### config.mk
export PLATFORM = sky130hd
export DESIGN_NAME = dht11_single_wire_reader_flat
export DESIGN_NICKNAME = d
export VERILOG_FILES = /design/src/sv/dhtr_pkg.sv /design/src/sv/dhtr_intf.sv /design/src/sv/dhtr_cfg_regs.sv /design/src/sv/dht11_single_wire_reader.sv /design/src/flat_wrapper.sv
export SDC_FILE = /design/constraint.sdc
export NUM_CORES = 1
export LEC_CHECK = 0
export BUFFER_PORTS_ARGS = -buffer_cell sky130_fd_sc_hd__buf_2
export CAP_MARGIN = 40
export CELL_PAD_IN_SITES_DETAIL_PLACEMENT = 0
export CELL_PAD_IN_SITES_GLOBAL_PLACEMENT = 2
export CORE_MARGIN = 10
export CORE_UTILIZATION = 40
export CTS_CLUSTER_DIAMETER = 150
export DETAILED_ROUTE_END_ITERATION = 10
export GPL_TIMING_DRIVEN = 0
export PLACE_DENSITY_LB_ADDON = 0.15
export SETUP_SLACK_MARGIN = 0.05
export SLEW_MARGIN = 20
export SYNTH_ARGS = -nofsm -noshare
export SYNTH_HDL_FRONTEND = slang
export SYNTH_SLANG_ARGS = --single-unit
### constraint.sdc
create_clock -name clk_i -period 5.4 [get_ports clk_i]
set_clock_uncertainty 0.2 [all_clocks]
set_input_delay 0.54 -clock clk_i [delete_from_list [all_inputs] [get_ports clk_i]]
set_output_delay 0.54 -clock clk_i [all_outputs]
set_load 0.02 [all_outputs]
### src/sv/dhtr_pkg.sv
// Types and constants of the single-wire sensor reader.
package dhtr_pkg;

  localparam int unsigned DataBits = 40;
  localparam int unsigned BitIdxW  = 6;
  localparam int unsigned CntW     = 18;
  localparam int unsigned CfgIdxW  = 3;
  localparam int unsigned CfgDataW = 18;

  localparam logic [31:0] LastReadReset = 32'hFFFF_F830;  // minus 2000 ms

  localparam logic [15:0] MinIntervalReset  = 16'd2000;
  localparam logic [17:0] ReleaseReset      = 18'd250000;
  localparam logic [15:0] StartLowReset     = 16'd20000;
  localparam logic [7:0]  SettleReset       = 8'd10;
  localparam logic [7:0]  ResponseLimReset  = 8'd85;
  localparam logic [7:0]  BitLowLimReset    = 8'd55;
  localparam logic [7:0]  BitHighLimReset   = 8'd75;

  typedef enum logic [2:0] {
    PhIdle,
    PhRelease,
    PhStartLow,
    PhSettle,
    PhRespLow,
    PhRespHigh,
    PhBitLow,
    PhBitHigh
  } phase_e;

  typedef enum logic [1:0] {
    StOk       = 2'd0,
    StTimeout  = 2'd1,
    StChecksum = 2'd2
  } status_e;

  typedef enum logic [CfgIdxW-1:0] {
    CfgMinInterval = 3'd0,
    CfgRelease     = 3'd1,
    CfgStartLow    = 3'd2,
    CfgSettle      = 3'd3,
    CfgResponseLim = 3'd4,
    CfgBitLowLim   = 3'd5,
    CfgBitHighLim  = 3'd6
  } cfg_idx_e;

  typedef struct packed {
    logic [15:0] min_interval_ms;
    logic [17:0] release_before_us;
    logic [15:0] start_low_us;
    logic [7:0]  settle_us;
    logic [7:0]  response_limit;
    logic [7:0]  bit_low_limit;
    logic [7:0]  bit_high_limit;
  } cfg_t;

endpackage

### src/sv/dhtr_intf.sv
// Channel interfaces of the single-wire sensor reader: tick input, result, config write.
interface dhtr_in_if;
  logic        valid;
  logic        ready;
  logic        cmd;
  logic        line_level;
  logic [31:0] now_ms;

  modport source (output valid, cmd, line_level, now_ms, input ready);
  modport sink   (input valid, cmd, line_level, now_ms, output ready);
endinterface

interface dhtr_out_if;
  logic       valid;
  logic       ready;
  logic       drive_low;
  logic       busy_res;
  logic       done_res;
  logic [1:0] status;
  logic [7:0] humidity_int;
  logic [7:0] humidity_frac;
  logic [7:0] temp_int;
  logic [7:0] temp_frac;
  logic [7:0] checksum_byte;

  modport source (output valid, drive_low, busy_res, done_res, status, humidity_int,
                  humidity_frac, temp_int, temp_frac, checksum_byte, input ready);
  modport sink   (input valid, drive_low, busy_res, done_res, status, humidity_int,
                  humidity_frac, temp_int, temp_frac, checksum_byte, output ready);
endinterface

interface dhtr_cfg_if;
  logic                         valid;
  logic                         ready;
  logic [dhtr_pkg::CfgIdxW-1:0]  index;
  logic [dhtr_pkg::CfgDataW-1:0] data;

  modport source (output valid, index, data, input ready);
  modport sink   (input valid, index, data, output ready);
endinterface

### src/sv/dhtr_cfg_regs.sv
// Configuration register file of the single-wire sensor reader.
module dhtr_cfg_regs (
  input  logic           clk_i,
  input  logic           rst_ni,
  dhtr_cfg_if.sink       cfg_i,
  output dhtr_pkg::cfg_t cfg_o
);

  dhtr_pkg::cfg_t cfg_q, cfg_d;
  logic           wr_en;

  assign cfg_i.ready = 1'b1;
  assign wr_en       = cfg_i.valid & cfg_i.ready;

  always_comb begin
    cfg_d = cfg_q;
    if (wr_en) begin
      case (dhtr_pkg::cfg_idx_e'(cfg_i.index))
        dhtr_pkg::CfgMinInterval: cfg_d.min_interval_ms   = cfg_i.data[15:0];
        dhtr_pkg::CfgRelease:     cfg_d.release_before_us = cfg_i.data[17:0];
        dhtr_pkg::CfgStartLow:    cfg_d.start_low_us      = cfg_i.data[15:0];
        dhtr_pkg::CfgSettle:      cfg_d.settle_us         = cfg_i.data[7:0];
        dhtr_pkg::CfgResponseLim: cfg_d.response_limit    = cfg_i.data[7:0];
        dhtr_pkg::CfgBitLowLim:   cfg_d.bit_low_limit     = cfg_i.data[7:0];
        dhtr_pkg::CfgBitHighLim:  cfg_d.bit_high_limit    = cfg_i.data[7:0];
        default: ;  // unmapped index: write dropped
      endcase
    end
  end

  always_ff @(posedge clk_i or negedge rst_ni) begin
    if (!rst_ni) begin
      cfg_q.min_interval_ms   <= dhtr_pkg::MinIntervalReset;
      cfg_q.release_before_us <= dhtr_pkg::ReleaseReset;
      cfg_q.start_low_us      <= dhtr_pkg::StartLowReset;
      cfg_q.settle_us         <= dhtr_pkg::SettleReset;
      cfg_q.response_limit    <= dhtr_pkg::ResponseLimReset;
      cfg_q.bit_low_limit     <= dhtr_pkg::BitLowLimReset;
      cfg_q.bit_high_limit    <= dhtr_pkg::BitHighLimReset;
    end else begin
      cfg_q <= cfg_d;
    end
  end

  assign cfg_o = cfg_q;

endmodule

### src/sv/dht11_single_wire_reader.sv
// Top level of the single-wire humidity/temperature sensor reader.
//
// Usage: feed one transfer on in_i per microsecond tick, carrying the sampled
// data line (line_level) and the millisecond clock (now_ms). cmd = 1 on an
// idle tick requests a read; while a read runs, cmd is ignored. Every accepted
// tick yields exactly one transfer on out_o: drive_low tells the pad whether to
// pull the line low, busy_res shows a read in progress, and done_res/status mark
// the tick a read ends or a too-early request is answered, with the five bytes alongside.
// Config writes on cfg_i (register index + data) are always ready and are to be
// made only while no read is running and no result is pending.
// Timing: the result of a tick is registered and appears in the cycle after its
// transfer; one tick per cycle is sustained while out_o is taken, set by the single
// state update between the input handshake and the result register.
// Stall: when out_o is not taken, the result register holds and in_i ready
// drops until it drains; no tick is lost or repeated.
// Reset: state goes idle, stored bytes clear, the last-read stamp is set
// 2000 ms in the past, registers return to their defaults, out_o empties.
module dht11_single_wire_reader (
  input  logic        clk_i,
  input  logic        rst_ni,
  dhtr_in_if.sink     in_i,
  dhtr_out_if.source  out_o,
  dhtr_cfg_if.sink    cfg_i
);

  dhtr_pkg::cfg_t cfg;

  dhtr_cfg_regs u_cfg_regs (
    .clk_i  (clk_i),
    .rst_ni (rst_ni),
    .cfg_i  (cfg_i),
    .cfg_o  (cfg)
  );

  dhtr_pkg::phase_e                phase_q, phase_d;
  logic [dhtr_pkg::CntW-1:0]       cnt_q, cnt_d, cnt_inc, wait_lim;
  logic [dhtr_pkg::BitIdxW-1:0]    bit_idx_q, bit_idx_d, bit_idx_inc;
  logic [7:0]                      low_cnt_q, low_cnt_d, samp_lim, sum;
  logic [dhtr_pkg::DataBits-1:0]   data_q, data_d;
  logic [31:0]                     last_ms_q, last_ms_d;
  logic                            fin;
  dhtr_pkg::status_e               fin_st;
  logic                            in_acc;
  logic                            out_valid_q;

  logic       drive_low_d, busy_d, done_d;
  logic [1:0] status_d;
  logic       drive_low_q, busy_q, done_q;
  logic [1:0] status_q;
  logic [dhtr_pkg::DataBits-1:0] bytes_q;

  assign in_i.ready = ~out_valid_q | out_o.ready;
  assign in_acc     = in_i.valid & in_i.ready;

  assign cnt_inc     = cnt_q + 1'b1;
  assign bit_idx_inc = bit_idx_q + 1'b1;

  always_comb begin
    case (phase_q)
      dhtr_pkg::PhRelease:  wait_lim = cfg.release_before_us;
      dhtr_pkg::PhStartLow: wait_lim = {2'b00, cfg.start_low_us};
      default:              wait_lim = {10'd0, cfg.settle_us};
    endcase
    case (phase_q)
      dhtr_pkg::PhRespLow,
      dhtr_pkg::PhRespHigh: samp_lim = cfg.response_limit;
      dhtr_pkg::PhBitLow:   samp_lim = cfg.bit_low_limit;
      default:              samp_lim = cfg.bit_high_limit;
    endcase
  end

  // next state
  always_comb begin
    phase_d   = phase_q;
    cnt_d     = cnt_q;
    bit_idx_d = bit_idx_q;
    low_cnt_d = low_cnt_q;
    data_d    = data_q;
    last_ms_d = last_ms_q;
    fin       = 1'b0;
    fin_st    = dhtr_pkg::StOk;
    sum       = '0;
    case (phase_q)
      dhtr_pkg::PhIdle: begin
        if (in_i.cmd) begin
          if ((in_i.now_ms - last_ms_q) < {16'd0, cfg.min_interval_ms}) begin
            fin = 1'b1;  // too soon: answer with the bytes already held
          end else begin
            last_ms_d = in_i.now_ms;
            data_d    = '0;
            bit_idx_d = '0;
            low_cnt_d = '0;
            cnt_d     = '0;
            phase_d   = dhtr_pkg::PhRelease;
          end
        end
      end
      dhtr_pkg::PhRelease, dhtr_pkg::PhStartLow, dhtr_pkg::PhSettle: begin
        if (cnt_inc >= wait_lim) begin
          cnt_d = '0;
          case (phase_q)
            dhtr_pkg::PhRelease:  phase_d = dhtr_pkg::PhStartLow;
            dhtr_pkg::PhStartLow: phase_d = dhtr_pkg::PhSettle;
            default:              phase_d = dhtr_pkg::PhRespLow;
          endcase
        end else begin
          cnt_d = cnt_inc;
        end
      end
      dhtr_pkg::PhRespLow, dhtr_pkg::PhBitLow: begin
        if (!in_i.line_level) begin
          if (cnt_q > {10'd0, samp_lim}) begin
            fin = 1'b1;
            fin_st = dhtr_pkg::StTimeout;
          end else begin
            cnt_d = cnt_inc;
          end
        end else begin
          if (phase_q == dhtr_pkg::PhBitLow) begin
            low_cnt_d = (cnt_q > 18'd255) ? 8'hFF : cnt_q[7:0];
            phase_d   = dhtr_pkg::PhBitHigh;
          end else begin
            phase_d   = dhtr_pkg::PhRespHigh;
          end
          cnt_d = 18'd1;  // the rising sample opens the high phase
        end
      end
      dhtr_pkg::PhRespHigh, dhtr_pkg::PhBitHigh: begin
        if (in_i.line_level) begin
          if (cnt_q > {10'd0, samp_lim}) begin
            fin = 1'b1;
            fin_st = dhtr_pkg::StTimeout;
          end else begin
            cnt_d = cnt_inc;
          end
        end else begin
          phase_d = dhtr_pkg::PhBitLow;
          cnt_d   = 18'd1;
          if (phase_q == dhtr_pkg::PhBitHigh) begin
            data_d    = {data_q[dhtr_pkg::DataBits-2:0], (cnt_q > {10'd0, low_cnt_q})};
            bit_idx_d = bit_idx_inc;
            if (bit_idx_inc >= dhtr_pkg::BitIdxW'(dhtr_pkg::DataBits)) begin
              sum = data_d[39:32] + data_d[31:24] + data_d[23:16] + data_d[15:8];
              fin = 1'b1;
              fin_st = (sum == data_d[7:0]) ? dhtr_pkg::StOk : dhtr_pkg::StChecksum;
            end
          end
        end
      end
      default: begin
        phase_d = dhtr_pkg::PhIdle;
        cnt_d   = '0;
      end
    endcase
    if (fin) begin
      if (fin_st == dhtr_pkg::StTimeout) data_d = '0;
      phase_d   = dhtr_pkg::PhIdle;
      cnt_d     = '0;
      bit_idx_d = '0;
    end
  end

  // result fields
  always_comb begin
    drive_low_d = (phase_d == dhtr_pkg::PhStartLow);
    busy_d      = (phase_d != dhtr_pkg::PhIdle);
    done_d      = fin;
    status_d    = fin ? fin_st : dhtr_pkg::StOk;
  end

  always_ff @(posedge clk_i or negedge rst_ni) begin
    if (!rst_ni) begin
      phase_q     <= dhtr_pkg::PhIdle;
      cnt_q       <= '0;
      bit_idx_q   <= '0;
      low_cnt_q   <= '0;
      data_q      <= '0;
      last_ms_q   <= dhtr_pkg::LastReadReset;
      out_valid_q <= 1'b0;
    end else begin
      if (in_acc) begin
        phase_q     <= phase_d;
        cnt_q       <= cnt_d;
        bit_idx_q   <= bit_idx_d;
        low_cnt_q   <= low_cnt_d;
        data_q      <= data_d;
        last_ms_q   <= last_ms_d;
        out_valid_q <= 1'b1;
      end else if (out_o.ready) begin
        out_valid_q <= 1'b0;
      end
    end
  end

  always_ff @(posedge clk_i) begin
    if (in_acc) begin
      drive_low_q <= drive_low_d;
      busy_q      <= busy_d;
      done_q      <= done_d;
      status_q    <= status_d;
      bytes_q     <= data_d;
    end
  end

  assign out_o.valid         = out_valid_q;
  assign out_o.drive_low     = drive_low_q;
  assign out_o.busy_res      = busy_q;
  assign out_o.done_res      = done_q;
  assign out_o.status        = status_q;
  assign out_o.humidity_int  = bytes_q[39:32];
  assign out_o.humidity_frac = bytes_q[31:24];
  assign out_o.temp_int      = bytes_q[23:16];
  assign out_o.temp_frac     = bytes_q[15:8];
  assign out_o.checksum_byte = bytes_q[7:0];

endmodule

### src/flat_wrapper.sv
// flat-port wrapper written by rule: the top's interface ports become plain ports
module dht11_single_wire_reader_flat 
  (clk_i, rst_ni, in_i_valid, in_i_cmd, in_i_line_level, in_i_now_ms, in_i_ready, out_o_valid, out_o_drive_low, out_o_busy_res, out_o_done_res, out_o_status, out_o_humidity_int, out_o_humidity_frac, out_o_temp_int, out_o_temp_frac, out_o_checksum_byte, out_o_ready, cfg_i_valid, cfg_i_index, cfg_i_data, cfg_i_ready);
  dhtr_in_if in_i_i ();
  dhtr_out_if out_o_i ();
  dhtr_cfg_if cfg_i_i ();
  input  logic clk_i;
  input  logic rst_ni;
  input wire logic [$bits(in_i_i.valid)-1:0] in_i_valid;
  input wire logic [$bits(in_i_i.cmd)-1:0] in_i_cmd;
  input wire logic [$bits(in_i_i.line_level)-1:0] in_i_line_level;
  input wire logic [$bits(in_i_i.now_ms)-1:0] in_i_now_ms;
  output wire logic [$bits(in_i_i.ready)-1:0] in_i_ready;
  output wire logic [$bits(out_o_i.valid)-1:0] out_o_valid;
  output wire logic [$bits(out_o_i.drive_low)-1:0] out_o_drive_low;
  output wire logic [$bits(out_o_i.busy_res)-1:0] out_o_busy_res;
  output wire logic [$bits(out_o_i.done_res)-1:0] out_o_done_res;
  output wire logic [$bits(out_o_i.status)-1:0] out_o_status;
  output wire logic [$bits(out_o_i.humidity_int)-1:0] out_o_humidity_int;
  output wire logic [$bits(out_o_i.humidity_frac)-1:0] out_o_humidity_frac;
  output wire logic [$bits(out_o_i.temp_int)-1:0] out_o_temp_int;
  output wire logic [$bits(out_o_i.temp_frac)-1:0] out_o_temp_frac;
  output wire logic [$bits(out_o_i.checksum_byte)-1:0] out_o_checksum_byte;
  input wire logic [$bits(out_o_i.ready)-1:0] out_o_ready;
  input wire logic [$bits(cfg_i_i.valid)-1:0] cfg_i_valid;
  input wire logic [$bits(cfg_i_i.index)-1:0] cfg_i_index;
  input wire logic [$bits(cfg_i_i.data)-1:0] cfg_i_data;
  output wire logic [$bits(cfg_i_i.ready)-1:0] cfg_i_ready;
  assign in_i_i.valid = in_i_valid;
  assign in_i_i.cmd = in_i_cmd;
  assign in_i_i.line_level = in_i_line_level;
  assign in_i_i.now_ms = in_i_now_ms;
  assign in_i_ready = in_i_i.ready;
  assign out_o_valid = out_o_i.valid;
  assign out_o_drive_low = out_o_i.drive_low;
  assign out_o_busy_res = out_o_i.busy_res;
  assign out_o_done_res = out_o_i.done_res;
  assign out_o_status = out_o_i.status;
  assign out_o_humidity_int = out_o_i.humidity_int;
  assign out_o_humidity_frac = out_o_i.humidity_frac;
  assign out_o_temp_int = out_o_i.temp_int;
  assign out_o_temp_frac = out_o_i.temp_frac;
  assign out_o_checksum_byte = out_o_i.checksum_byte;
  assign out_o_i.ready = out_o_ready;
  assign cfg_i_i.valid = cfg_i_valid;
  assign cfg_i_i.index = cfg_i_index;
  assign cfg_i_i.data = cfg_i_data;
  assign cfg_i_ready = cfg_i_i.ready;
  dht11_single_wire_reader u_core (.clk_i(clk_i), .rst_ni(rst_ni), .in_i(in_i_i), .out_o(out_o_i), .cfg_i(cfg_i_i));
endmodule
==> flow_metrics.tcl, run 1 <==
set metrics [dict create \
    status "finished, final reports clean" \
    holdPathEnd "u_core.u_cfg_regs.cfg_o[78]$_DFFE_PN0P_" \
    finalHoldViolCount 0 \
    max_stage_delay_ns 0.41 \
    clock_sinks 235 \
    viasPerCell 5.51 \
    synth_seq_cells 235 \
    whs_path_depth 3 \
    fp.dieW_um 211 \
    drc 0 \
    min_from "cfg_i_data[12]" \
    first_iter_violations 542 \
    grt_max_degree 97 \
    synth_top_area_share_pct 23.1 \
    die-area_um2 44400 \
    grt_pass1_vias 11600 \
    drtPass1Iterations 5 \
    syn_inst 1441 \
    fin_cells 2070 \
    dp_hpwl_um 29100 \
    switching_share_pct 37.0 \
    worst_pin_slew_ns 0.732 \
    nNetsFinal 1751 \
    fin_crit_sh_pct 94.3 \
    cap_viol_max_count 0 \
    io_pins 108 \
    r2r-start "u_core.last_ms_q[0]$_DFFE_PN0P_" \
    syn_nets 1606 \
    clock_path_buffers 3 \
    wl_per_cell_um 19.1 \
    via_count 11400 \
    fin_crit_ns 5.09 \
    power.internal_mw 4.90 \
    crit_chain "ha_1 > fa_1 > nand2b_1 > a21o_1 > and2_1 > o21ai_1 > nand3_1 > nand2_1 > xor2_1 > ha_1 > a21oi_1 > nand2_1 > a211oi_1 > o22ai_1 > nor4_1 > and4_1 > nand4_4 > clkbuf_1 > o21ai_0" \
    worst_setup_path_end_kind "register" \
    synth_edf_count 45 \
    totalWireLength_um 39500 \
    antenna_left 0 \
    area_growth_syn_to_layout_pct 15.7 \
    multi_input_area_um2 7700 \
    die_y_um 211 \
    r2r_cells 19 \
    clockPowerShare_pct 27.0 \
    power_switching_mw 2.88 \
    dp.cells 2011 \
    initial_core_util_pct 40.7 \
    crit_path_top_delay_cell "fa_1" \
    io_buffers 103 \
    seq_area_frac_synth_pct 42.5 \
    std_cell_rows 69 \
    worstPathArrival_ns 5.20 \
    power.density_nw_per_um2 463 \
    core_um2 35700 \
    r2r_end "u_core.bytes_q[4]$_DFFE_PP_" \
    clkLatencyLatePin_ns 0.56 \
    regArea_um2 6180 \
    fillers 3462 \
    fin_ws_ns 0.310 \
    path_buf_inv 1 \
    h-tree-depth 1 \
    cts_buffers 29 \
    async_reset_ff_share_pct 80.9 \
    crit_family "compound AO/OA/AOI/OAI gates" \
    cp.required_ns 5.51 \
    path_depth 19 \
    fmax_mhz 196 \
    cts_root_buffer "clkbuf_16" \
    syn_area_um2 14500 \
    synth.area.top_cells "dfrtp_1 23%, dfstp_2 10%, edfxtp_1 9.3%" \
    grt_usage_pct 17.7 \
    start_kind "register" \
    p_leak_nw 7.24 \
    rrSetupSlack_ns 0.31 \
    syn_area_per_cell_um2 10.1 \
    dp_slack_ns -0.208 \
    grt_setup_unrepaired "true" \
    crit_type "reg -> reg" \
    drive_gt1_share_pct 22.0 \
    globalplace.congestion 0.822 \
    utilization_pct 47.0 \
    grt_pass1_wl_um 64100 \
    finalMaxSlewViolations 0 \
    synth_top_cell_by_area "dfrtp_1" \
    overflow 0 \
    clk_pin_slew_worst_paths_ns 0.06 \
    ys.flop_type "dfrtp_1" \
    antenna_found_initial 0 \
    p_comb_share_pct 41.4 \
    ys_types 77 \
    tritoncts "done" \
    hold_path_class "in -> reg" \
    finalSetupViolCount 0 \
    yosys_warnings 0 \
    critPathMaxFanout 10 \
    relSlewSlack_pct 51.2 \
    p_seq_share_pct 31.7 \
    peakVddDrop_uv 364 \
]
[Yosys cell counts (15+ instances only)]
cell,number
nand2b_1,24
ha_1,90
nand3_1,41
dfrtp_1,134
a32oi_1,33
a22o_1,42
mux2_4,31
xor2_1,23
a21o_1,24
fa_1,15
a21oi_1,79
nand2_1,142
dfstp_2,56
nand4_1,21
clkbuf_1,68
edfxtp_1,45
mux2_2,69
o21ai_0,113
inv_1,85
nor2_1,62
o22ai_1,19
xnor2_1,31
[cell usage in the layout, fill, tap and decap left out, types with 45 or more instances in the layout]
| cell | instances |
|---|---|
| nand2_1 | 142 |
| clkbuf_1 | 68 |
| edfxtp_1 | 45 |
| inv_1 | 85 |
| dfrtp_1 | 134 |
| nor2_1 | 59 |
| a21oi_1 | 79 |
| mux2_2 | 69 |
| o21ai_0 | 112 |
| dfstp_2 | 56 |
| ha_1 | 90 |
| buf_2 | 110 |
[worst register-to-register path: stages, from the launching register on]
cell	delay, ns
dfrtp_1	0.39
ha_1	0.21
fa_1	0.41
nand2b_1	0.19
a21o_1	0.21
and2_1	0.18
o21ai_1	0.22
nand3_1	0.11
nand2_1	0.10
xor2_1	0.18
ha_1	0.28
a21oi_1	0.15
nand2_1	0.06
a211oi_1	0.34
o22ai_1	0.14
nor4_1	0.32
and4_1	0.31
nand4_4	0.19
clkbuf_1	0.27
o21ai_0	0.42
[metrics by stage]
stage | instance area (um2) | hold WS, ns | TNS, ns | total power [mW]
final | 16800 | 0.0288 | 0 | 7.78
after global routing | 16800 | 0.0127 | 0 | 8.40
after global placement | 15600 | 0.282 | -12.51 | 5.65
after floorplan | 14500 | 0.0444 | 0 | 4.86
after CTS | 16800 | 0.00391 | 0 | 7.87
after detailed placement | 15700 | 0.132 | -13.19 | 5.71
[how the worst max path moves through the flow]
stage                                               start                                to  slack, ns
after floorplan                            in_i_now_ms[0]   u_core.last_ms_q[0]$_DFFE_PN0P_       0.76
after global placement                     in_i_now_ms[0]   u_core.last_ms_q[7]$_DFFE_PN0P_      -0.21
after detailed placement                   in_i_now_ms[0]   u_core.last_ms_q[9]$_DFFE_PN0P_      -0.21
after CTS                 u_core.last_ms_q[0]$_DFFE_PN0P_  u_core.last_ms_q[10]$_DFFE_PN0P_       0.10
after global routing        u_core.phase_q[2]$_DFFE_PN0P_       u_core.bytes_q[5]$_DFFE_PP_       0.02
final                     u_core.last_ms_q[0]$_DFFE_PN0P_       u_core.bytes_q[4]$_DFFE_PP_       0.31
[cell families after synthesis]
family,after synthesis,share of synthesized area (%)
mux,102,8.68
simple gates,369,12.3
fa+ha+maj,105,9.81
xor+xnor,54,3.25
other cells,1,0.0258
buf+inv,167,4.64
compound gates,408,18.8
flops,235,42.5
[area by class of cell]
class                           instances  share of cell area [%]
Clock buffer                           34                    4.55
Tap cell                              461                    3.43
Antenna cell                            1                  0.0149
Buffer                                 82                    2.15
Timing Repair Buffer                  114                    3.85
Sequential cell                       235                    36.7
Multi-Input combinational cell       1039                    45.8
Inverter                               85                    1.90
Clock inverter                         19                    1.61
[routing by layer]
| metal | GRT usage [%] | vias up | part of all wire, % |
|---|---|---|---|
| li1 | - | 5555 | - |
| met2 | 29.7 | 201 | 48 |
| met1 | 23.6 | 5613 | 46 |
| met5 | 0 | - | 0 |
| met3 | 2.58 | 41 | 3.8 |
| met4 | 3.92 | 0 | 1.8 |
[power groups by stage]
stage,combinational (mW),clock (mW),sequential [mW]
CTS,3.24,2.16,2.47
global route,3.64,2.24,2.51
finish,3.22,2.10,2.46
floorplan,2.42,0,2.44
detailed placement,3.21,0,2.49
global placement,3.17,0,2.48
[registers in the layout, summed over array words and instances, names as in the netlist]
| signal | cells |
|---|---|
| u_core.out_o.valid | 1 |
| u_core.phase_q | 3 |
| u_core.cnt_q | 18 |
| u_core.data_q | 40 |
| u_core.bytes_q | 40 |
| u_core.out_o.drive_low | 1 |
| u_core.out_o.busy_res | 1 |
| u_core.out_o.done_res | 1 |
| u_core.last_ms_q | 32 |
| u_core.bit_idx_q | 6 |
| u_core.u_cfg_regs.cfg_o | 82 |
| u_core.out_o.status | 2 |
| u_core.low_cnt_q | 8 |
[repair_timing]
item	CTS	global route
resized for setup	1	7
hold buffers	3	0
endpoints found under the setup margin	2	122
hold endpoints to repair	136	0
buffers inserted	0	2
Note: power is estimated with default switching activity, not from simulation.
==> inputs of run 2 (changes only) <==
--- a/config.mk
+++ b/config.mk
@@ -5,12 +5,13 @@
 export SDC_FILE = /design/constraint.sdc
 export NUM_CORES = 1
 export LEC_CHECK = 0
+export ABC_AREA = 1
 export BUFFER_PORTS_ARGS = -buffer_cell sky130_fd_sc_hd__buf_2
 export CAP_MARGIN = 40
 export CELL_PAD_IN_SITES_DETAIL_PLACEMENT = 0
 export CELL_PAD_IN_SITES_GLOBAL_PLACEMENT = 2
 export CORE_MARGIN = 10
-export CORE_UTILIZATION = 40
+export CORE_UTILIZATION = 36
 export CTS_CLUSTER_DIAMETER = 150
 export DETAILED_ROUTE_END_ITERATION = 10
 export GPL_TIMING_DRIVEN = 0
==> run 2 against run 1 <==
Net effect:
- flip-flop and latch count is the same
- worst setup slack better by 0.21 ns
- largest power group unchanged
- fmax grew 4.2%
- design area up 8.8%
- combinational power increased by 14%
- critical path type is now in -> reg
- synthesized cell count grew 42%
==> flow_metrics.tcl, run 2 <==
set metrics [dict create \
    power.density_nw_per_um2 453 \
    r2r-start "u_core.cnt_q[0]$_DFFE_PN0P_" \
    initial_core_util_pct 36.3 \
    syn_area_um2 15600 \
    ys_types 57 \
    grt_max_degree 95 \
    clkLatencyLatePin_ns 0.58 \
    wl_per_cell_um 16.8 \
    cts_root_buffer "clkbuf_16" \
    synth_compound_area_share_pct 13.0 \
    grt_use_met3_pct 2.69 \
    cap_viol_max_count 0 \
    h-tree-depth 1 \
    clk_pin_slew_worst_paths_ns 0.06 \
    p_leak_nw 9.31 \
    final_cell_mix "578 x nand2_1, 294 x inv_1, 146 x nor2_1" \
    worstPathArrival_ns 5.04 \
    clock_path_buffers 3 \
    synth_common_cells "578 x nand2_1, 294 x inv_1, 146 x nor2_1" \
    std_cell_rows 76 \
    crit_type "in -> reg" \
    design_area_um2 18300 \
    syn_inst 2043 \
    finalSetupViolCount 0 \
    synth_seq_cells 235 \
    worst_pin_slew_ns 0.886 \
    totalWireLength_um 47400 \
    setup_tns_ns 0 \
    syn_nets 2208 \
    yosys.cell_count.top_type "nand2_1" \
    antenna_found_initial 0 \
    cp.required_ns 5.55 \
    postCtsSetupBuffers 0 \
    synth.area.mux_share_pct 0.145 \
    grt-busiest-layer "met2" \
    worst_setup_path_end_kind "register" \
    io_buffers 106 \
    fillers 4504 \
    peakVddDrop_uv 261 \
    place_area_um2 16900 \
    yosys.area_share.adder_pct 9.17 \
    finalMaxSlewViolations 0 \
    globalplace.congestion 0.858 \
    tritoncts "done" \
    antenna_left 0 \
    synth_top_family_by_area "simple AND/OR/NAND/NOR gates" \
    largest_register_ffs 82 \
    utilization_pct 42.7 \
    globalRouteMet1Util_pct 24.1 \
    synth_top_area_share_pct 21.5 \
    area_growth_syn_to_layout_pct 17.6 \
    hold_path_class "in -> reg" \
    critPathMaxFanout 10 \
    yosys_warnings 0 \
    syn_area_per_cell_um2 7.62 \
    overflow 0 \
    via_count 13800 \
    path_depth 28 \
    crit_path_top_delay_cell "dlygate4sd3_1" \
    r2r_cells 24 \
    io_pins 108 \
    grt_use_met2_pct 30.3 \
    drc 0 \
    fin_crit_ns 4.88 \
    total_power_mw 8.29 \
    hold_ws_ns 0.0381 \
    dp_hpwl_um 36300 \
    die_y_um 228 \
    rrSetupSlack_ns 0.60 \
    viasPerCell 4.88 \
    grt_usage_pct 18.0 \
    async_reset_ff_share_pct 80.9 \
    core_um2 42900 \
    start_kind "input pin" \
    crit_family "simple AND/OR/NAND/NOR gates" \
    seq_area_frac_synth_pct 39.7 \
    synth_edf_count 45 \
    ys.flop_type "dfrtp_1" \
    nNetsFinal 2379 \
    grt_pass1_wl_um 76800 \
    drtPass1Iterations 5 \
    first_iter_violations 862 \
    crit_start "in_i_now_ms[0]" \
    synth_top_cell_by_area "dfrtp_1" \
    crit_top_cell "nand2_1" \
    drive_gt1_share_pct 13.9 \
    finalHoldViolCount 0 \
    multi_input_area_um2 7950 \
    yosys.area_share.xor_xnor_pct 2.53 \
    fp.dieW_um 228 \
    max_stage_delay_ns 0.53 \
    synth-simple-area-share_pct 26.1 \
    synth.area.top_cells "dfrtp_1 22%, nand2_1 14%, dfstp_2 9.5%" \
    status "finished, final reports clean" \
    path_buf_inv 5 \
    die-area_um2 51900 \
    cts_buffers 30 \
    grt_pass1_vias 13800 \
    crit_end "u_core.bytes_q[9]$_DFFE_PP_" \
    clock_sinks 235 \
    r2r_end "u_core.cnt_q[9]$_DFFE_PN0P_" \
    fmax_mhz 205 \
    final_common_cell "nand2_1" \
    regArea_um2 6180 \
    relSlewSlack_pct 40.6 \
    diodes 0 \
    grt_setup_unrepaired "false" \
    fin_crit_sh_pct 90.4 \
]
run 2: cell types whose count changed after synthesis, sizes merged, moves of 24 or more:
| cell | change |
|---|---|
| mux2 | -98 |
| nand2b | -24 |
| nand2 | +443 |
| nand3 | +114 |
| a22o | -27 |
| o21ai | +29 |
| clkbuf | -33 |
| nor2 | +89 |
| a21oi | +44 |
| inv | +213 |
| a32oi | -33 |
run 2: cells by family (layout without fill, tap and decap cells):
group                    Yosys count  after routing
AND/OR/NAND/NOR                  939            939
adder cells (fa/ha/maj)          105            105
AO/OA/AOI/OAI                    356            356
other                              1              1
XOR/XNOR                          45             45
multiplexers                       2              2
flip-flops                       235            235
buffers and inverters            360            555
run 2: worst min path at each step:
stage                                                start                          endpoint  slack (ns)  cells after the start
after floorplan                                     rst_ni   u_core.bit_idx_q[0]$_DFFE_PN0P_        0.04                      0
after global placement    u_core.last_ms_q[14]$_DFFE_PN1P_  u_core.last_ms_q[14]$_DFFE_PN1P_        0.26                      2
after detailed placement  u_core.last_ms_q[15]$_DFFE_PN1P_  u_core.last_ms_q[15]$_DFFE_PN1P_        0.27                      2
after CTS                                   in_i_now_ms[3]   u_core.last_ms_q[3]$_DFFE_PN0P_       0.002                      3
after global routing                        in_i_now_ms[3]   u_core.last_ms_q[3]$_DFFE_PN0P_        0.02                      3
final                                      in_i_now_ms[30]  u_core.last_ms_q[30]$_DFFE_PN1P_        0.04                      3
run 2: cell type report:
class / count / area share [%]
plain buffers: 61 / 1.80
well taps: 585 / 4.00
flip-flops and latches: 235 / 33.8
clock inverters: 19 / 1.37
clock buffers: 37 / 4.53
multi-input cells: 1448 / 43.4
inverters: 299 / 6.14
repair buffers: 139 / 4.97
run 2: where the power goes:
part / internal, mW / switching (mW) / leakage [nW]
sequential: 2.23 / 0.204 / 2.81
combinational: 1.22 / 2.45 / 5.97
clock: 1.37 / 0.823 / 0.537
run 2: metrics by stage:
step,std cells,setup slack [ns]
after global placement,2734,0.0787
after detailed placement,2738,0.342
after CTS,2821,0.332
after global routing,2823,0.0825
after floorplan,2043,1.56
final,2823,0.517
run 2: routing by layer:
layer	up-vias	wire length [um]	part of all wire [%]
li1	6991	-	-
met1	6499	22300	47
met2	236	22300	47
met3	47	1920	4.0
met4	0	850	1.8
met5	-	0	0
run 2: tightest hold or removal path, cell delays in order:
cell	delay (ns)
buf_2	0.12
nor2_1	0.09
a21oi_1	0.05
run 2: timing repair:
action                                 in CTS  in global routing
gates resized for setup                     0                  6
endpoints found under the hold margin      69                  0
hold buffers                               27                  0
setup endpoints to repair                   0                 38
